==> config.mk <==
export PLATFORM = sky130hd
export DESIGN_NAME = ringtone_note_parser_top_flat
export DESIGN_NICKNAME = d
export VERILOG_FILES = /design/src/rtl/rnp_pkg.sv /design/src/rtl/rnp_in_if.sv /design/src/rtl/rnp_out_if.sv /design/src/rtl/rnp_front.sv /design/src/rtl/rnp_queue.sv /design/src/rtl/rnp_back.sv /design/src/rtl/ringtone_note_parser_top.sv /design/src/flat_wrapper.sv
export SDC_FILE = /design/constraint.sdc
export NUM_CORES = 1
export LEC_CHECK = 0
export ABC_CLOCK_PERIOD_IN_PS = 5800
export BUFFER_PORTS_ARGS = -buffer_cell sky130_fd_sc_hd__buf_2
export CAP_MARGIN = 0
export CORE_MARGIN = 1
export CORE_UTILIZATION = 55
export CTS_CLUSTER_SIZE = 20
export DETAILED_ROUTE_END_ITERATION = 12
export PLACE_DENSITY = 0.74
export SETUP_SLACK_MARGIN = 0.05
export SLEW_MARGIN = 10
export SYNTH_ARGS = -nofsm -noshare
export SYNTH_HDL_FRONTEND = slang
export SYNTH_HIERARCHICAL = 1
export SYNTH_SLANG_ARGS = --single-unit
==> constraint.sdc <==
create_clock -name clk_i -period 5.8 [get_ports clk_i]
set_input_delay 0 -clock clk_i [delete_from_list [all_inputs] [get_ports clk_i]]
set_output_delay 0 -clock clk_i [all_outputs]
set_load 0.1 [all_outputs]
==> src/rtl/rnp_pkg.sv <==
// Package for the ring-tone note parser: types, codes, constants and the pitch table.
// Used by every other file of the block; depends on nothing.
package rnp_pkg;

  // Field widths of the channels and registers.
  localparam int unsigned CHAR_W   = 8;
  localparam int unsigned DDUR_W   = 8;
  localparam int unsigned OCT_W    = 3;
  localparam int unsigned TEMPO_W  = 10;
  localparam int unsigned FREQ_W   = 16;
  localparam int unsigned MS_W     = 19;
  localparam int unsigned IDX_W    = 4;
  localparam int unsigned DIVS_W   = TEMPO_W + DDUR_W;
  localparam int unsigned PADDR_W  = 4;
  localparam int unsigned PDATA_W  = 32;

  // Register indexes on the configuration port.
  localparam logic [1:0] REG_DEF_DURATION = 2'd0;
  localparam logic [1:0] REG_DEF_OCTAVE   = 2'd1;
  localparam logic [1:0] REG_TEMPO_BPM    = 2'd2;

  // Register reset values.
  localparam logic [DDUR_W-1:0]  DEF_DURATION_RST = 8'd4;
  localparam logic [OCT_W-1:0]   DEF_OCTAVE_RST   = 3'd5;
  localparam logic [TEMPO_W-1:0] TEMPO_RST        = 10'd63;

  // Whole-note time in ms, plain and dotted; the dotted value is also the answer for a zero divisor.
  localparam logic [MS_W-1:0] NUMER_PLAIN  = 19'd240000;
  localparam logic [MS_W-1:0] NUMER_DOTTED = 19'd360000;

  // Queue between parser and note unit.
  localparam int unsigned QUEUE_DEPTH = 2;
  localparam int unsigned QPTR_W      = $clog2(QUEUE_DEPTH);
  localparam int unsigned QCNT_W      = $clog2(QUEUE_DEPTH + 1);

  // Pitch index of a rest and the sharp flag within the index.
  localparam logic [IDX_W-1:0] REST_INDEX = 4'd7;
  localparam int unsigned      SHARP_BIT  = 3;

  // Character codes the parser looks for.
  localparam logic [CHAR_W-1:0] CH_SPACE = 8'h20;
  localparam logic [CHAR_W-1:0] CH_COMMA = 8'h2C;
  localparam logic [CHAR_W-1:0] CH_HASH  = 8'h23;
  localparam logic [CHAR_W-1:0] CH_DOT   = 8'h2E;
  localparam logic [CHAR_W-1:0] CH_ZERO  = 8'h30;
  localparam logic [CHAR_W-1:0] CH_FOUR  = 8'h34;
  localparam logic [CHAR_W-1:0] CH_SEVEN = 8'h37;
  localparam logic [CHAR_W-1:0] CH_NINE  = 8'h39;

  // Divider iteration count: one quotient bit per cycle.
  localparam int unsigned      DIV_STEPS = MS_W;
  localparam int unsigned      DCNT_W    = $clog2(DIV_STEPS);
  localparam logic [DCNT_W-1:0] DCNT_LAST = DCNT_W'(DIV_STEPS - 1);

  typedef enum logic [2:0] {
    PH_IDLE,
    PH_DIGITS,
    PH_LETTER,
    PH_SHARP,
    PH_DOT,
    PH_OCTAVE,
    PH_FINAL
  } parse_phase_e;

  typedef enum logic [1:0] {
    BK_IDLE,
    BK_SETUP,
    BK_DIVIDE,
    BK_HOLD
  } back_state_e;

  // One parsed note request handed from the parser to the note unit.
  typedef struct packed {
    logic              note_valid;
    logic              tune_done;
    logic [IDX_W-1:0]  note_index;
    logic [OCT_W-1:0]  octave;
    logic [DDUR_W-1:0] duration;
    logic              dotted;
  } note_cmd_t;

  // Configuration seen by the note unit.
  typedef struct packed {
    logic [DDUR_W-1:0]  default_duration;
    logic [OCT_W-1:0]   default_octave;
    logic [TEMPO_W-1:0] tempo_bpm;
  } cfg_t;

  // Pitch in tenths of Hz for octave four; the upper half holds the sharps.
  function automatic logic [FREQ_W-1:0] pitch_lookup(input logic [IDX_W-1:0] idx);
    logic [FREQ_W-1:0] p;
    case (idx)
      4'd0:    p = 16'd4400;
      4'd1:    p = 16'd4939;
      4'd2:    p = 16'd2616;
      4'd3:    p = 16'd2937;
      4'd4:    p = 16'd3296;
      4'd5:    p = 16'd3492;
      4'd6:    p = 16'd3920;
      4'd8:    p = 16'd4662;
      4'd10:   p = 16'd2772;
      4'd11:   p = 16'd3111;
      4'd13:   p = 16'd3700;
      4'd14:   p = 16'd4153;
      default: p = '0;
    endcase
    return p;
  endfunction

  // Letter slot: a..g by position, h as b, anything else a rest.
  function automatic logic [IDX_W-1:0] letter_index(input logic [CHAR_W-1:0] c);
    logic [CHAR_W-1:0] lc;
    logic [IDX_W-1:0]  r;
    lc = c;
    if (c >= 8'h41 && c <= 8'h5A) begin
      lc = c + 8'd32;
    end
    if (lc >= 8'h61 && lc <= 8'h67) begin
      r = IDX_W'(lc - 8'h61);
    end else if (lc == 8'h68) begin
      r = 4'd1;
    end else begin
      r = REST_INDEX;
    end
    return r;
  endfunction

endpackage

==> src/rtl/rnp_in_if.sv <==
// Character channel of the ring-tone note parser: valid/ready plus one character.
// Depends on rnp_pkg.
interface rnp_in_if;
  logic                       valid;
  logic                       ready;
  logic [rnp_pkg::CHAR_W-1:0] char_code;
  logic                       end_of_tune;

  modport source (output valid, output char_code, output end_of_tune, input ready);
  modport sink (input valid, input char_code, input end_of_tune, output ready);
endinterface

==> src/rtl/rnp_out_if.sv <==
// Note channel of the ring-tone note parser: valid/ready plus one note result.
// Depends on rnp_pkg.
interface rnp_out_if;
  logic                       valid;
  logic                       ready;
  logic                       note_valid;
  logic                       tune_done;
  logic [rnp_pkg::FREQ_W-1:0] frequency_tenths_hz;
  logic [rnp_pkg::MS_W-1:0]   duration_ms;

  modport source (output valid, output note_valid, output tune_done,
                  output frequency_tenths_hz, output duration_ms, input ready);
  modport sink (input valid, input note_valid, input tune_done,
                input frequency_tenths_hz, input duration_ms, output ready);
endinterface

==> src/rtl/rnp_front.sv <==
// Character parser of the ring-tone note parser: one character per cycle while the queue has room, emits note requests.
// Depends on rnp_pkg and rnp_in_if.
module rnp_front (
  input  logic                clk_i,
  input  logic                rst_ni,
  rnp_in_if.sink              in_i,
  input  logic                full_i,
  output logic                push_o,
  output rnp_pkg::note_cmd_t  cmd_o
);
  import rnp_pkg::*;

  parse_phase_e       phase_q, phase_d;
  logic [DDUR_W-1:0]  accum_q, accum_d;
  logic [IDX_W-1:0]   index_q, index_d;
  logic [OCT_W-1:0]   octave_q, octave_d;
  logic               dotted_q, dotted_d;

  logic               fire;
  logic               is_digit;
  logic               is_oct;
  logic [CHAR_W-1:0]  c;
  logic [DDUR_W-1:0]  digit;
  logic [11:0]        accum_next;
  logic               emit;
  logic               clear;

  assign in_i.ready = !full_i;
  assign fire       = in_i.valid && in_i.ready;
  assign c          = in_i.char_code;
  assign is_digit   = (c >= CH_ZERO) && (c <= CH_NINE);
  assign is_oct     = (c >= CH_FOUR) && (c <= CH_SEVEN);
  assign digit      = c - CH_ZERO;
  assign accum_next = {1'b0, accum_q, 3'b000} + {3'b000, accum_q, 1'b0} + {4'b0000, digit};

  // Parse one character and decide whether the pending note is finished.
  always_comb begin
    phase_d  = phase_q;
    accum_d  = accum_q;
    index_d  = index_q;
    octave_d = octave_q;
    dotted_d = dotted_q;
    emit     = 1'b0;
    clear    = 1'b0;
    push_o   = 1'b0;
    cmd_o.note_valid = 1'b1;
    cmd_o.tune_done  = 1'b0;
    cmd_o.note_index = index_q;
    cmd_o.octave     = octave_q;
    cmd_o.duration   = accum_q;
    cmd_o.dotted     = dotted_q;

    if (fire) begin
      if (in_i.end_of_tune) begin
        // Flush whatever is pending; bare digits become a rest.
        push_o = 1'b1;
        clear  = 1'b1;
        cmd_o.tune_done  = 1'b1;
        cmd_o.note_valid = (phase_q != PH_IDLE);
        if (phase_q == PH_DIGITS) begin
          cmd_o.note_index = REST_INDEX;
        end
      end else begin
        case (phase_q)
          PH_IDLE: begin
            if (c == CH_SPACE || c == CH_COMMA) begin
              phase_d = PH_IDLE;
            end else if (is_digit) begin
              accum_d = digit;
              phase_d = PH_DIGITS;
            end else begin
              index_d = letter_index(c);
              phase_d = PH_LETTER;
            end
          end
          PH_DIGITS: begin
            if (is_digit) begin
              accum_d = (accum_next > 12'd255) ? 8'd255 : accum_next[DDUR_W-1:0];
            end else begin
              index_d = letter_index(c);
              phase_d = PH_LETTER;
            end
          end
          PH_LETTER: begin
            if (c == CH_HASH) begin
              index_d[SHARP_BIT] = 1'b1;
              phase_d = PH_SHARP;
            end else if (c == CH_DOT) begin
              dotted_d = 1'b1;
              phase_d  = PH_DOT;
            end else if (is_oct) begin
              octave_d = digit[OCT_W-1:0];
              phase_d  = PH_OCTAVE;
            end else begin
              emit = 1'b1;
            end
          end
          PH_SHARP: begin
            if (c == CH_DOT) begin
              dotted_d = 1'b1;
              phase_d  = PH_DOT;
            end else if (is_oct) begin
              octave_d = digit[OCT_W-1:0];
              phase_d  = PH_OCTAVE;
            end else begin
              emit = 1'b1;
            end
          end
          PH_DOT: begin
            if (is_oct) begin
              octave_d = digit[OCT_W-1:0];
              phase_d  = PH_OCTAVE;
            end else if (c == CH_DOT) begin
              phase_d = PH_FINAL;
            end else begin
              emit = 1'b1;
            end
          end
          PH_OCTAVE: begin
            if (c == CH_DOT) begin
              dotted_d = 1'b1;
              phase_d  = PH_FINAL;
            end else begin
              emit = 1'b1;
            end
          end
          default: begin
            emit = 1'b1;
          end
        endcase
        if (emit) begin
          push_o = 1'b1;
          clear  = 1'b1;
        end
      end
    end

    if (clear) begin
      phase_d  = PH_IDLE;
      accum_d  = '0;
      index_d  = '0;
      octave_d = '0;
      dotted_d = 1'b0;
    end
  end

  // Parser state.
  always_ff @(posedge clk_i or negedge rst_ni) begin
    if (!rst_ni) begin
      phase_q  <= PH_IDLE;
      accum_q  <= '0;
      index_q  <= '0;
      octave_q <= '0;
      dotted_q <= 1'b0;
    end else begin
      phase_q  <= phase_d;
      accum_q  <= accum_d;
      index_q  <= index_d;
      octave_q <= octave_d;
      dotted_q <= dotted_d;
    end
  end

  // The end of a tune always leaves the parser cleared.
  a_end_clears: assert property (@(posedge clk_i) disable iff (!rst_ni)
    fire && in_i.end_of_tune |=> phase_q == PH_IDLE && accum_q == '0)
    else $error("parser not cleared after end of tune");

  // A character is taken only while the queue has room.
  a_no_push_full: assert property (@(posedge clk_i) disable iff (!rst_ni)
    push_o |-> !full_i)
    else $error("note request pushed into a full queue");

  // Only the digit phase holds a duration without a letter behind it.
  a_accum_phase: assert property (@(posedge clk_i) disable iff (!rst_ni)
    phase_q == PH_IDLE |-> accum_q == '0 && dotted_q == 1'b0)
    else $error("idle parser holds note fields");

endmodule

==> src/rtl/rnp_queue.sv <==
// Two-entry request queue between the parser and the note unit of the ring-tone parser.
// Depends on rnp_pkg.
module rnp_queue (
  input  logic                clk_i,
  input  logic                rst_ni,
  input  logic                push_i,
  input  rnp_pkg::note_cmd_t  cmd_i,
  output logic                full_o,
  input  logic                pop_i,
  output rnp_pkg::note_cmd_t  cmd_o,
  output logic                empty_o
);
  import rnp_pkg::*;

  note_cmd_t          entry_q [QUEUE_DEPTH];
  logic [QPTR_W-1:0]  wr_ptr_q, wr_ptr_d;
  logic [QPTR_W-1:0]  rd_ptr_q, rd_ptr_d;
  logic [QCNT_W-1:0]  count_q, count_d;
  logic               do_push;
  logic               do_pop;

  assign full_o  = (count_q == QCNT_W'(QUEUE_DEPTH));
  assign empty_o = (count_q == '0);
  assign do_push = push_i && !full_o;
  assign do_pop  = pop_i && !empty_o;
  assign cmd_o   = entry_q[rd_ptr_q];

  // Pointer and fill count updates.
  always_comb begin
    wr_ptr_d = wr_ptr_q;
    rd_ptr_d = rd_ptr_q;
    count_d  = count_q;
    if (do_push) begin
      wr_ptr_d = (wr_ptr_q == QPTR_W'(QUEUE_DEPTH - 1)) ? '0 : wr_ptr_q + 1'b1;
    end
    if (do_pop) begin
      rd_ptr_d = (rd_ptr_q == QPTR_W'(QUEUE_DEPTH - 1)) ? '0 : rd_ptr_q + 1'b1;
    end
    if (do_push && !do_pop) begin
      count_d = count_q + 1'b1;
    end else if (do_pop && !do_push) begin
      count_d = count_q - 1'b1;
    end
  end

  always_ff @(posedge clk_i or negedge rst_ni) begin
    if (!rst_ni) begin
      wr_ptr_q <= '0;
      rd_ptr_q <= '0;
      count_q  <= '0;
    end else begin
      wr_ptr_q <= wr_ptr_d;
      rd_ptr_q <= rd_ptr_d;
      count_q  <= count_d;
    end
  end

  // Entry storage.
  always_ff @(posedge clk_i) begin
    if (do_push) begin
      entry_q[wr_ptr_q] <= cmd_i;
    end
  end

  // The fill count never passes the depth.
  a_count_range: assert property (@(posedge clk_i) disable iff (!rst_ni)
    count_q <= QCNT_W'(QUEUE_DEPTH))
    else $error("queue fill count out of range");

  // Pointers agree with the count when the queue is empty.
  a_ptr_empty: assert property (@(posedge clk_i) disable iff (!rst_ni)
    empty_o |-> wr_ptr_q == rd_ptr_q)
    else $error("queue pointers disagree while empty");

  // A lone push raises the count by one.
  a_push_count: assert property (@(posedge clk_i) disable iff (!rst_ni)
    do_push && !do_pop |=> count_q == $past(count_q) + 1'b1)
    else $error("queue count missed a push");

endmodule

==> src/rtl/rnp_back.sv <==
// Note unit of the ring-tone note parser: pitch lookup, tempo product and a serial
// restoring divider for the note length. Depends on rnp_pkg and rnp_out_if.
module rnp_back (
  input  logic                clk_i,
  input  logic                rst_ni,
  input  logic                empty_i,
  input  rnp_pkg::note_cmd_t  cmd_i,
  output logic                pop_o,
  input  rnp_pkg::cfg_t       cfg_i,
  rnp_out_if.source           out_o
);
  import rnp_pkg::*;

  back_state_e        state_q, state_d;
  note_cmd_t          cmd_q;
  logic [FREQ_W-1:0]  freq_q;
  logic [DIVS_W-1:0]  divisor_q;
  logic [MS_W-1:0]    numer_q;
  logic [MS_W-1:0]    quot_q;
  logic [DIVS_W-1:0]  rem_q;
  logic [DCNT_W-1:0]  cnt_q;

  logic [OCT_W-1:0]   oct_pick;
  logic [OCT_W-1:0]   oct_eff;
  logic [DDUR_W-1:0]  dur_eff;
  logic [DIVS_W-1:0]  product;
  logic [DIVS_W:0]    rem_shift;
  logic [DIVS_W:0]    rem_diff;
  logic               ge;

  // Resolve defaults for octave and duration, raise octaves below four to four, and form the product.
  assign oct_pick = (cmd_q.octave != '0) ? cmd_q.octave : cfg_i.default_octave;
  assign oct_eff  = (oct_pick < 3'd4) ? 3'd4 : oct_pick;
  assign dur_eff  = (cmd_q.duration != '0) ? cmd_q.duration : cfg_i.default_duration;
  assign product  = DIVS_W'(cfg_i.tempo_bpm * dur_eff);

  // One restoring step: bring down the next numerator bit and try a subtract.
  assign rem_shift = {rem_q, numer_q[MS_W-1]};
  assign rem_diff  = rem_shift - {1'b0, divisor_q};
  assign ge        = (rem_shift >= {1'b0, divisor_q});

  assign pop_o = (state_q == BK_IDLE) && !empty_i;

  // Result register drives the channel while the state holds it.
  assign out_o.valid               = (state_q == BK_HOLD);
  assign out_o.note_valid          = cmd_q.note_valid;
  assign out_o.tune_done           = cmd_q.tune_done;
  assign out_o.frequency_tenths_hz = cmd_q.note_valid ? freq_q : '0;
  assign out_o.duration_ms         = cmd_q.note_valid ? quot_q : '0;

  // Next-state logic of the note unit.
  always_comb begin
    state_d = state_q;
    case (state_q)
      BK_IDLE: begin
        if (!empty_i) begin
          state_d = BK_SETUP;
        end
      end
      BK_SETUP: begin
        state_d = (product == '0) ? BK_HOLD : BK_DIVIDE;
      end
      BK_DIVIDE: begin
        if (cnt_q == '0) begin
          state_d = BK_HOLD;
        end
      end
      BK_HOLD: begin
        if (out_o.ready) begin
          state_d = BK_IDLE;
        end
      end
      default: begin
        state_d = BK_IDLE;
      end
    endcase
  end

  always_ff @(posedge clk_i or negedge rst_ni) begin
    if (!rst_ni) begin
      state_q <= BK_IDLE;
    end else begin
      state_q <= state_d;
    end
  end

  // Datapath registers: request, pitch, divisor and divider.
  always_ff @(posedge clk_i) begin
    case (state_q)
      BK_IDLE: begin
        if (!empty_i) begin
          cmd_q <= cmd_i;
        end
      end
      BK_SETUP: begin
        freq_q    <= FREQ_W'(pitch_lookup(cmd_q.note_index) << (oct_eff - 3'd4));
        divisor_q <= product;
        numer_q   <= cmd_q.dotted ? NUMER_DOTTED : NUMER_PLAIN;
        rem_q     <= '0;
        cnt_q     <= DCNT_LAST;
        quot_q    <= NUMER_DOTTED;
      end
      BK_DIVIDE: begin
        rem_q   <= ge ? rem_diff[DIVS_W-1:0] : rem_shift[DIVS_W-1:0];
        quot_q  <= {quot_q[MS_W-2:0], ge};
        numer_q <= {numer_q[MS_W-2:0], 1'b0};
        cnt_q   <= cnt_q - 1'b1;
      end
      default: begin
        cnt_q <= cnt_q;
      end
    endcase
  end

  // The divider never runs on a zero divisor.
  a_div_nonzero: assert property (@(posedge clk_i) disable iff (!rst_ni)
    state_q == BK_DIVIDE |-> divisor_q != '0)
    else $error("divider running with zero divisor");

  // The partial remainder stays below the divisor.
  a_rem_bound: assert property (@(posedge clk_i) disable iff (!rst_ni)
    state_q == BK_DIVIDE |-> rem_q < divisor_q)
    else $error("divider remainder out of range");

  // A result without a note carries zero pitch and length.
  a_empty_result: assert property (@(posedge clk_i) disable iff (!rst_ni)
    out_o.valid && !out_o.note_valid |->
      out_o.frequency_tenths_hz == '0 && out_o.duration_ms == '0)
    else $error("result without note carries data");

  // A request is taken from the queue only when the unit is free.
  a_pop_idle: assert property (@(posedge clk_i) disable iff (!rst_ni)
    pop_o |=> state_q == BK_SETUP)
    else $error("request popped without starting");

endmodule

==> src/rtl/ringtone_note_parser_top.sv <==
// Ring-tone note parser: turns the note section of a ring-tone string, one character per
// request, into notes with pitch in tenths of Hz and length in ms. The parser takes one
// character per cycle while its two-entry queue has room. The note unit picks up a request,
// looks up the pitch and forms the tempo-times-duration product, runs the serial restoring
// divider for the note length (one quotient bit per cycle, skipped for a zero divisor) and
// holds the result until it is handed over. Defaults and tempo are written over the
// APB-style port at byte addresses 0, 4 and 8; write them only while the block is idle.
// Depends on rnp_pkg, rnp_in_if, rnp_out_if, rnp_front, rnp_queue and rnp_back.
module ringtone_note_parser_top (
  input  logic                        clk_i,
  input  logic                        rst_ni,
  rnp_in_if.sink                      in_i,
  rnp_out_if.source                   out_o,
  input  logic                        psel,
  input  logic                        penable,
  input  logic                        pwrite,
  input  logic [rnp_pkg::PADDR_W-1:0] paddr,
  input  logic [rnp_pkg::PDATA_W-1:0] pwdata,
  output logic [rnp_pkg::PDATA_W-1:0] prdata,
  output logic                        pready
);
  import rnp_pkg::*;

  logic [DDUR_W-1:0]  def_dur_q;
  logic [OCT_W-1:0]   def_oct_q;
  logic [TEMPO_W-1:0] tempo_q;
  logic               cfg_wr;
  logic [1:0]         reg_sel;
  cfg_t               cfg;

  logic               push;
  logic               pop;
  logic               full;
  logic               empty;
  note_cmd_t          cmd_in;
  note_cmd_t          cmd_out;

  // Configuration registers.
  assign pready  = 1'b1;
  assign cfg_wr  = psel && penable && pwrite && pready;
  assign reg_sel = paddr[3:2];

  always_ff @(posedge clk_i or negedge rst_ni) begin
    if (!rst_ni) begin
      def_dur_q <= DEF_DURATION_RST;
      def_oct_q <= DEF_OCTAVE_RST;
      tempo_q   <= TEMPO_RST;
    end else if (cfg_wr) begin
      case (reg_sel)
        REG_DEF_DURATION: def_dur_q <= pwdata[DDUR_W-1:0];
        REG_DEF_OCTAVE:   def_oct_q <= pwdata[OCT_W-1:0];
        REG_TEMPO_BPM:    tempo_q   <= pwdata[TEMPO_W-1:0];
        default:          tempo_q   <= tempo_q;
      endcase
    end
  end

  // Register read-back.
  always_comb begin
    case (reg_sel)
      REG_DEF_DURATION: prdata = PDATA_W'(def_dur_q);
      REG_DEF_OCTAVE:   prdata = PDATA_W'(def_oct_q);
      REG_TEMPO_BPM:    prdata = PDATA_W'(tempo_q);
      default:          prdata = '0;
    endcase
  end

  assign cfg.default_duration = def_dur_q;
  assign cfg.default_octave   = def_oct_q;
  assign cfg.tempo_bpm        = tempo_q;

  // Parser, request queue and note unit.
  rnp_front u_front (
    .clk_i  (clk_i),
    .rst_ni (rst_ni),
    .in_i   (in_i),
    .full_i (full),
    .push_o (push),
    .cmd_o  (cmd_in)
  );

  rnp_queue u_queue (
    .clk_i   (clk_i),
    .rst_ni  (rst_ni),
    .push_i  (push),
    .cmd_i   (cmd_in),
    .full_o  (full),
    .pop_i   (pop),
    .cmd_o   (cmd_out),
    .empty_o (empty)
  );

  rnp_back u_back (
    .clk_i   (clk_i),
    .rst_ni  (rst_ni),
    .empty_i (empty),
    .cmd_i   (cmd_out),
    .pop_o   (pop),
    .cfg_i   (cfg),
    .out_o   (out_o)
  );

endmodule

==> src/flat_wrapper.sv <==
// flat-port wrapper written by rule: the top's interface ports become plain ports
module ringtone_note_parser_top_flat import rnp_pkg::*;
  (clk_i, rst_ni, psel, penable, pwrite, paddr, pwdata, prdata, pready, in_i_valid, in_i_char_code, in_i_end_of_tune, in_i_ready, out_o_valid, out_o_note_valid, out_o_tune_done, out_o_frequency_tenths_hz, out_o_duration_ms, out_o_ready);
  rnp_in_if in_i_i ();
  rnp_out_if out_o_i ();
  input  logic clk_i;
  input  logic rst_ni;
  input  logic psel;
  input  logic penable;
  input  logic pwrite;
  input  logic [rnp_pkg::PADDR_W-1:0] paddr;
  input  logic [rnp_pkg::PDATA_W-1:0] pwdata;
  output logic [rnp_pkg::PDATA_W-1:0] prdata;
  output logic pready;
  input wire logic [$bits(in_i_i.valid)-1:0] in_i_valid;
  input wire logic [$bits(in_i_i.char_code)-1:0] in_i_char_code;
  input wire logic [$bits(in_i_i.end_of_tune)-1:0] in_i_end_of_tune;
  output wire logic [$bits(in_i_i.ready)-1:0] in_i_ready;
  output wire logic [$bits(out_o_i.valid)-1:0] out_o_valid;
  output wire logic [$bits(out_o_i.note_valid)-1:0] out_o_note_valid;
  output wire logic [$bits(out_o_i.tune_done)-1:0] out_o_tune_done;
  output wire logic [$bits(out_o_i.frequency_tenths_hz)-1:0] out_o_frequency_tenths_hz;
  output wire logic [$bits(out_o_i.duration_ms)-1:0] out_o_duration_ms;
  input wire logic [$bits(out_o_i.ready)-1:0] out_o_ready;
  assign in_i_i.valid = in_i_valid;
  assign in_i_i.char_code = in_i_char_code;
  assign in_i_i.end_of_tune = in_i_end_of_tune;
  assign in_i_ready = in_i_i.ready;
  assign out_o_valid = out_o_i.valid;
  assign out_o_note_valid = out_o_i.note_valid;
  assign out_o_tune_done = out_o_i.tune_done;
  assign out_o_frequency_tenths_hz = out_o_i.frequency_tenths_hz;
  assign out_o_duration_ms = out_o_i.duration_ms;
  assign out_o_i.ready = out_o_ready;
  ringtone_note_parser_top u_core (.clk_i(clk_i), .rst_ni(rst_ni), .in_i(in_i_i), .out_o(out_o_i), .psel(psel), .penable(penable), .pwrite(pwrite), .paddr(paddr), .pwdata(pwdata), .prdata(prdata), .pready(pready));
endmodule
=== Yosys cells after proc, flatten, opt, wreduce, memory -nomap -nowiden ===
Memories as Yosys holds them, arrays and structs flattened. A register that Yosys moved wholly into a read port is not among the register bits.
Index checks and enable logic that the tools add are counted.
W data, S select, Z words.

* Add/subtract/negate cells: 13
* Multipliers: 1
* Order comparisons: 13
* Equality and inequality tests: 28
* Shift operators: 1
* Muxes and demuxes: 93
* Bitwise logic cells: 1
* Reductions and logical operators: 48

{| class="wikitable"
|+ Operators by type and width
! operator !! number
|-
| $mux W8 || 17
|-
| $pmux W19 S2 || 2
|-
| $mux W3 || 19
|-
| $mux W19 || 2
|-
| $mux W4 || 9
|-
| $pmux W18 S2 || 1
|-
| $eq A8 B6 Y1 const B || 4
|-
| $mux W16 || 2
|-
| $pmux W10 S3 || 1
|-
| $ge A8 B7 Y1 const B || 3
|-
| $le A8 B7 Y1 const B || 3
|-
| $mux W1 || 21
|-
| $ne A3 B3 Y1 const B || 7
|-
| $ge A19 B18 Y1 || 1
|-
| $logic_not A18 Y1 || 1
|-
| $mul A10 B8 Y18 || 1
|-
| $mux W18 || 1
|-
| $pmux W3 S6 || 1
|-
| $sub A18 B18 Y18 || 1
|-
| $eq A8 B7 Y1 const B || 2
|-
| $ge A8 B6 Y1 const B || 2
|-
| $le A8 B6 Y1 const B || 2
|-
| $pmux W8 S2 || 1
|-
| $shl A16 B3 Y16 || 1
|-
| 46 further kinds || 93
|}

* Bits in registers: 141
* RAM bits: 36
* ROM bits: 208
* Memories: 2

{| class="wikitable"
|+ Memories
! name !! depth !! bits a word !! read ports !! clocked after Yosys merged registers in !! write ports !! line !! source
|-
| (no name shown) || 16 || 13 || 1 || 0 || 0 || rnp_pkg.sv:92 || <nowiki>case (idx)</nowiki>
|-
| u_core.u_queue.entry_q || 2 || 18 || 1 || 1 || 1 || rnp_queue.sv:15 || <nowiki>note_cmd_t entry_q [QUEUE_DEPTH];</nowiki>
|}

=== Logic depth before layout (Yosys ltp) ===
Gate-level depths: netlist of run 1.

* Word-level depth: 17
* Gate-level depth with buffers: 22
* Mapped depth without buffers: 21

=== Modules after synthesis ===
The synthesis of run 1 kept the hierarchy.

{| class="wikitable"
|+ Modules (own cells, without submodules)
! module !! times used !! cells an instance !! area each (µm²) !! seq. area each (µm²)
|-
| rnp_back || 1 || 826 || 8644.5 || 3523.4
|-
| rnp_front || 1 || 237 || 2010.7 || 475.5
|-
| rnp_queue || 1 || 75 || 1545.2 || 1181.1
|-
| ringtone_note_parser_top || 1 || 96 || 1147.4 || 536.8
|}

=== Worst setup path before layout of run 1 ===
OpenSTA, ideal clock, no wires.

* Path type: reg-to-reg
* Start point: register u_core/u_back/cmd_q[2] in the netlist's numbering
* End point: register u_core.u_back.state_q[0]
* Arrival time: 5.890 ns
* Slack: -0.155 ns
* Cell stages (with the launch flop): 21
* Path through: edfxtp_1 or4_1 nor4_1 nor2b_1 a21o_1 clkbuf_1 nand2_1 fa_1 fa_1 fa_1 fa_1 inv_1 ha_1 and3_1 a221o_1 nor2_1 nor2_1 xor2_1 or3_1 nor4_2 a31o_1

* Word-level cells in the longest chain between the ends: 6

{| class="wikitable"
|+ Ends and longest elaborated chain
! element !! line !! source
|-
| start, declared || rnp_back.sv:15 || <nowiki>note_cmd_t cmd_q;</nowiki>
|-
| start signal, assigned || rnp_back.sv:92 || <nowiki>cmd_q <= cmd_i;</nowiki>
|-
| $reduce_bool A8 Y1 || rnp_back.sv:34 || <nowiki>assign dur_eff = (cmd_q.duration != '0) ? cmd_q.duration : cfg_i.default_duration;</nowiki>
|-
| $mux W8 (*) || rnp_back.sv:34 ||
|-
| $mul A10 B8 Y18 (*) || rnp_back.sv:35 || <nowiki>assign product = DIVS_W'(cfg_i.tempo_bpm * dur_eff);</nowiki>
|-
| via u_core.u_back.product[10] || rnp_back.sv:26 || <nowiki>logic [DIVS_W-1:0] product;</nowiki>
|-
| $logic_not A18 Y1 (*) || rnp_back.sv:61 || <nowiki>state_d = (product == '0) ? BK_HOLD : BK_DIVIDE;</nowiki>
|-
| $mux W1 (*) || rnp_back.sv:61 ||
|-
| $pmux W2 S4 (*) || rnp_back.sv:54 || <nowiki>case (state_q)</nowiki>
|-
| end signal, assigned || rnp_back.sv:83 || <nowiki>state_q <= state_d;</nowiki>
|-
| end, declared || rnp_back.sv:14 || <nowiki>back_state_e state_q, state_d;</nowiki>
|}

The timed path passes the listed nets; every way through them passes the cells marked *.
A chain may end at the register's enable or synchronous reset.

=== Worst setup path after layout of run 1 ===
Same ends and word-level chain as after synthesis.

==> reports/metrics.csv, run 1 <==
metric;value;unit
n_diodes;0;
GRT overflow;0;
max-slew violation count;0;
Clock Sink Count;202;
initial antenna violation count;0;
Finished Core Util;64.39;%
RSZ-0062 raised after global routing;true;
count leader, synth;edfxtp_1;
largest family of logic cells by synthesized area;adder cells;
multiplexer area fraction after synthesis;7.115;%
Starting Density;56.53;%
# rows;56;
Final GP Congestion;0.8549;
worst-path fanout max;7;
HPWL after detailed placement;18960;um
worst min path class;input port to flop;
drt wl/cell;15.68;um
# IOs;124;
Worst EP required;6.23;ns
DRC violations left;0;
fin nets;1548;
worst slew pin tran;1.103;ns
fin crit share;99.75;%
Worst setup EP type;flop;
Synth top area share;32.17;%
initial DRC count;508;
Slew headroom;26.47;%
vias in the first global route;9039;
Core ar.;23610;um2
mean area per synthesized cell;10.82;um2
Die Y;157.8;um
clk buf depth;3;
htree depth;1;
first-pass iteration count of the detailed router;5;
Tmin final;5.786;ns
Synth Register Bits;202;
run status;finished, final reports clean;
share of cells above drive strength 1;17.69;%
Post-synth EDFFs;143;
mapped cell area;13350;um2
Tot GR Track Use;21.62;%
sequential share of the synthesized area;42.83;%
largest net degree at the start of global routing;47;
Setup-failing EPs final;0;
IO Port Bufs;76;
most frequent CP cell;fa_1;
Most used DFF post-synth;edfxtp_1;
Max stage delay on crit path;0.57;ns
top post-synthesis cells by area;edfxtp_1 32%, ha_1 8.9%, fa_1 8.2%;
Reg clk slew, reported paths;0.06;ns
die area;24900;um2
Clk Latency, worst-skew pair;0.50;ns
top cell type by total area after synthesis;edfxtp_1;
CP max stage cell;fa_1;
XOR/XNOR Fraction of Synth Area;2.362;%
Syn. warnings;6;
Layout Skew;0.009876;ns
maxcap violations;0;
first-pass GRT wire length;43230;um
Via Count;9174;
Synth Area in Compound Gates;9.168;%
Post-Synth Simple-Gate Area;15.26;%
Worst EP arrival;6.22;ns
library cells used by synthesis;82;
Syn Inst Count;1234;
Layout area overhead;13.91;%
Antenna Nets Post-Route;0;
Via density;5.457;
Post-Route WL;26350;um
Setup CP Type;flop to flop;
crit path cell chain;or4_4 -> nor4_4 -> nor2b_4 -> a21o_1 -> buf_4 -> buf_6 -> nand2_1 -> fa_1 -> fa_1 -> fa_1 -> fa_1 -> inv_1 -> ha_4 -> o21a_1 -> o21ai_0 -> o21bai_1 -> xor2_1 -> or3_1 -> nor4_2 -> a31o_1;
Synth Area in Adders;17.15;%
root buffer cell;clkbuf_16;
CTS buffer count;22;
Synth async-reset ratio;22.77;%
Final Hold Vio Count;0;
top cells by count, synth;143 x edfxtp_1, 113 x inv_1, 102 x nand2_1, 95 x ha_1, 82 x nor2_1;
Die Wd;157.8;um
Worst Setup Start Kind;flop;
CTS tree;done;
Highest Clock Rate;0.1728;GHz
-- metal layers --
layer | share of wire [%] | global-route usage (%) | up-vias
li1 | - | - | 4456
met5 | 0 | 0 | -
met3 | 4.5 | 3.312 | 58
met1 | 44 | 27.84 | 4430
met4 | 2.3 | 6.195 | 0
met2 | 49 | 37.63 | 230
-- placed cells by master (no fill, tap or decap), types with 9 or more instances in the layout --
| cell type | netlist | layout |
|---|---|---|
| fa_1 | 55 | 53 |
| buf_2 | 6 | 76 |
| xor2_1 | 14 | 14 |
| o21a_1 | 12 | 12 |
| conb_1 | 2 | 23 |
| o31ai_1 | 10 | 10 |
| and2_1 | 70 | 69 |
| nand2_1 | 102 | 101 |
| clkbuf_16 | 0 | 23 |
| nor3_1 | 12 | 12 |
| dfrtp_1 | 37 | 37 |
| nand3_1 | 15 | 15 |
| o21ai_1 | 9 | 9 |
| dfxtp_1 | 13 | 13 |
| mux2_4 | 9 | 9 |
| nor2_1 | 82 | 81 |
| a21oi_1 | 52 | 50 |
| nand2b_1 | 20 | 20 |
| xnor2_1 | 22 | 21 |
| o21ai_0 | 27 | 27 |
| edfxtp_1 | 143 | 143 |
| mux2i_1 | 42 | 42 |
| dfstp_2 | 9 | 9 |
| dlygate4sd3_1 | 0 | 18 |
| a21o_1 | 15 | 14 |
| inv_1 | 113 | 110 |
| nor2b_1 | 34 | 32 |
| mux2_2 | 35 | 35 |
| ha_1 | 95 | 87 |
| buf_4 | 24 | 28 |
-- what timing repair did --
action / CTS / global route
endpoints found under the setup margin: 2 / 5
gates resized for setup: 1 / 36
pin swaps: 1 / 27
hold buffers: 18 / 0
setup buffers: 1 / 9
endpoints found under the hold margin: 78 / 0
-- cells by family after synthesis --
logic type | after synthesis
and+or+nand+nor | 394
xor gates and xnor gates | 36
muxes | 86
AOI/OAI and AO/OA | 187
adders and majority gates | 150
other | 2
buffers and inverters | 177
DFF | 202
-- flip-flops by register name, indices dropped and copies added (netlist names), 3 cells and up, named ones only --
register,flops
u_core/u_front/accum_q,8
u_core/tempo_q,10
u_core/def_oct_q,3
u_core/def_dur_q,8
u_core/u_back/freq_q,16
u_core/u_back/rem_q,18
u_core/u_back/quot_q,19
u_core/u_back/cnt_q,5
u_core/u_back/cmd_q,16
u_core/u_back/numer_q,13
u_core/u_front/phase_q,3
u_core/u_front/octave_q,3
u_core/u_queue/entry_q,36
u_core/u_front/index_q,4
u_core/u_back/divisor_q,18
-- stage by stage --
| stage | cell area, um2 | hold slack, ns | cells | setup TNS, ns | setup slack, ns |
|---|---|---|---|---|---|
| 2_1_floorplan | 13440 | -0.2956 | 1255 | 0 | 0.05110 |
| 3_3_place_gp | 14040 | 0.1410 | 1613 | 0 | 0.04250 |
| 3_5_place_dp | 14040 | 0.1440 | 1613 | -0.1670 | -0.1321 |
| 4_1_cts | 14940 | 0.02501 | 1672 | -0.08040 | -0.08040 |
| 5_1_grt | 15200 | 0.05286 | 1681 | -0.3649 | -0.1926 |
| 6_report | 15200 | 0.05495 | 1681 | 0 | 0.01428 |
-- critical path: cells and delay by family, from the launching register on --
family | cells | cell delay [ns]
adders and majority gates | 5 | 2.17
AOI/OAI and AO/OA | 5 | 1.02
and+or+nand+nor | 6 | 1.64
DFF | 1 | 0.38
xor gates and xnor gates | 1 | 0.17
buffers and inverters | 3 | 0.36
-- layout make-up --
class                   count  area, um2
inverters                 114      427.9
multi-input cells         876       7094
repair buffers            130      860.8
fillers                  1838       8408
flip-flops and latches    202       5717
clock buffers              29      618.1
well taps                 319      399.1
clock inverters            11      87.58
-- worst paths after layout --
check	from	endpoint	slack, ns	cells past startpoint
worst min register to register	u_core/u_front/octave_q[1]	u_core/u_queue/entry_q[0][10]	0.48	0
min in group asynchronous	rst_ni	u_core/def_dur_q[7]	0.14	3
max in group asynchronous	rst_ni	u_core/u_front/dotted_q	5.22	3
worst max-delay path	u_core/u_back/cmd_q[2]	u_core/u_back/state_q[0]	0.01	20
worst min-delay path	out_o_ready	u_core/u_back/state_q[1]	0.05	4
worst max register to register	u_core/u_back/cmd_q[2]	u_core/u_back/state_q[0]	0.01	20
Power of run 1 is left out: the tool's default activity adds up to more than one toggle a clock period on the data nets, which glitch-free logic cannot reach.
==> run 2, diff against run 1 <==
--- a/config.mk
+++ b/config.mk
@@ -6,13 +6,13 @@
 export NUM_CORES = 1
 export LEC_CHECK = 0
 export ABC_CLOCK_PERIOD_IN_PS = 5800
-export BUFFER_PORTS_ARGS = -buffer_cell sky130_fd_sc_hd__buf_2
 export CAP_MARGIN = 0
 export CORE_MARGIN = 1
 export CORE_UTILIZATION = 55
 export CTS_CLUSTER_SIZE = 20
 export DETAILED_ROUTE_END_ITERATION = 12
-export PLACE_DENSITY = 0.74
+export DONT_BUFFER_PORTS = 1
+export PLACE_DENSITY = 0.69
 export SETUP_SLACK_MARGIN = 0.05
 export SLEW_MARGIN = 10
 export SYNTH_ARGS = -nofsm -noshare
==> run 2 against run 1 <==
Net effect:
- register-to-register slack is essentially flat
- via count shrank 2.8%
- flip-flop and latch count stayed put
- non-clock buffer count is 54 lower
- sequential share of layout area grew 0.35 points
- fmax hardly changed
- critical endpoint unchanged
==> reports/metrics.csv, run 2 (synthesized netlist as in run 1, its figures left out) <==
metric;value;unit;change
worst-path fanout max;7;;unchanged
run status;finished, final reports clean;;
Highest Clock Rate;0.1730;GHz;about the same
Via Count;8915;;-2.8%
GRT overflow;0;;unchanged
fin nets;1494;;-3.5%
Final GP Congestion;0.8530;;-0.22%
Antenna Nets Post-Route;0;;unchanged
Clk Latency, worst-skew pair;0.50;ns;about the same
Setup CP Type;flop to flop;;
Setup-failing EPs final;0;;unchanged
Core ar.;23610;um2;unchanged
max FFs per register;36;;unchanged
Reg clk slew, reported paths;0.06;ns;about the same
share of cells above drive strength 1;14.07;%;-3.6 points
Die Y;157.8;um;unchanged
Worst EP arrival;6.22;ns;about the same
Tot GR Track Use;21.43;%;-0.19 points
first-pass iteration count of the detailed router;6;;+1
Placed Cells incl. Taps;1537;;-4.7%
vias in the first global route;8682;;-3.9%
IO Port Bufs;0;;-100%
# IOs;124;;unchanged
Worst setup EP type;flop;;
worst slew pin tran;1.136;ns;+0.03285 ns
largest net degree at the start of global routing;57;;+21%
Worst Setup Start Kind;flop;;
HPWL after detailed placement;18700;um;-1.4%
fin crit share;99.66;%;about the same
Layout Skew;0.01139;ns;+0.001514 ns
Slew headroom;24.28;%;-2.2 points
root buffer cell;clkbuf_16;;
Layout Cells excl Fill;1627;;-3.2%
Clock Sink Count;202;;unchanged
Die Wd;157.8;um;unchanged
Worst EP required;6.24;ns;about the same
CTS tree;done;;
clk buf depth;3;;unchanged
Starting Density;56.53;%;unchanged
most frequent cells in the layout;143 x edfxtp_1, 110 x inv_1, 99 x nand2_1;;
initial DRC count;553;;+8.9%
first-pass GRT wire length;42750;um;-1.1%
htree depth;1;;unchanged
n_diodes;0;;unchanged
initial antenna violation count;0;;unchanged
max-slew violation count;0;;unchanged
DRC violations left;0;;unchanged
die area;24900;um2;unchanged
# rows;56;;unchanged
commonest non-fill, non-tap cell in the layout;edfxtp_1;;
RSZ-0062 raised after global routing;true;;
Final Hold Vio Count;0;;unchanged
Via density;5.479;;+0.40%
Post-Route WL;26120;um;-0.89%
Tmin final;5.780;ns;-0.005532 ns
Layout fillers;1864;;+1.4%
drt wl/cell;16.05;um;+2.4%
Layout area overhead;12.87;%;
maxcap violations;0;;unchanged
worst min path class;input port to flop;;
Top reg by flops;u_core/u_queue/entry_q;;
largest registers;u_core/u_queue/entry_q: 36 flops, u_core/u_back/quot_q: 19 flops;;
CTS buffer count;22;;unchanged
-- run 2: changes by cell type in the layout (fill, tap and decap cells not counted), sizes merged --
cell,delta
clkbuf,+1
buf,-67
clkinv,-3
inv,+2
dlygate4sd3,+13
-- run 2: cell type report --
type	count	area [um2]	share of cell area, %
multi-input cells	876	7114	47.22
well taps	319	399.1	2.649
flip-flops and latches	202	5717	37.95
clock buffers	30	631.9	4.194
inverters	114	427.9	2.840
repair buffers	76	686.9	4.559
clock inverters	10	88.84	0.5897
-- run 2: per-layer routing --
layer	global-route usage, %	wire length (um)	vias to the layer above
met5	0	0	-
met4	4.623	435	0
met3	2.984	1206	37
met2	35.66	12190	212
met1	29.82	12290	4315
li1	-	-	4351
-- run 2: worst paths after layout --
path / cells after the start / start / to / slack (ns)
min in group asynchronous: 2 / rst_ni / u_core/u_queue/rd_ptr_q / 0.04
max in group asynchronous: 2 / rst_ni / u_core/def_oct_q[0] / 5.47
max: 21 / u_core/u_back/cmd_q[2] / u_core/u_back/state_q[0] / 0.02
min reg2reg: 0 / u_core/u_front/octave_q[1] / u_core/u_queue/entry_q[1][10] / 0.48
max reg2reg: 21 / u_core/u_back/cmd_q[2] / u_core/u_back/state_q[0] / 0.02
min: 4 / in_i_char_code[2] / u_core/u_front/accum_q[2] / 0.01
-- run 2: through the flow --
stage | cell area [um2] | hold slack [ns] | TNS (ns) | setup WS (ns) | utilization [%]
3_3_place_gp | 13680 | -0.2916 | 0 | 0.03034 | 57.94
6_report | 15070 | 0.01258 | 0 | 0.01981 | 63.80
5_1_grt | 15070 | 0.02611 | -0.4622 | -0.2080 | 63.80
4_1_cts | 14890 | 0.0005020 | 0 | 0.02314 | 63.07
3_5_place_dp | 13680 | -0.2916 | -0.4526 | -0.2008 | 57.94
2_1_floorplan | 13440 | -0.2956 | 0 | 0.05110 | -
-- run 2: repair_timing --
item / CTS / global route
pin swaps: 4 / 20
gates resized for setup: 9 / 25
buffers inserted: 12 / 6
endpoints found under the setup margin: 5 / 5
hold endpoints to repair: 89 / 0
hold buffers: 32 / 0
-- run 2: worst max-delay path: stages (launching register included) --
cell	delay, ns
edfxtp_1	0.40
or4_4	0.57
nor4_4	0.17
nor2b_4	0.28
a21o_1	0.17
buf_4	0.13
nand2_1	0.08
fa_1	0.50
fa_1	0.59
fa_1	0.44
fa_1	0.49
inv_1	0.06
ha_4	0.25
and3_1	0.16
a221o_1	0.33
nor2_2	0.11
buf_4	0.13
o21bai_1	0.06
a21oi_1	0.19
xnor2_1	0.14
nor4_4	0.28
a31o_1	0.16
Power of run 2 is left out for the same reason.
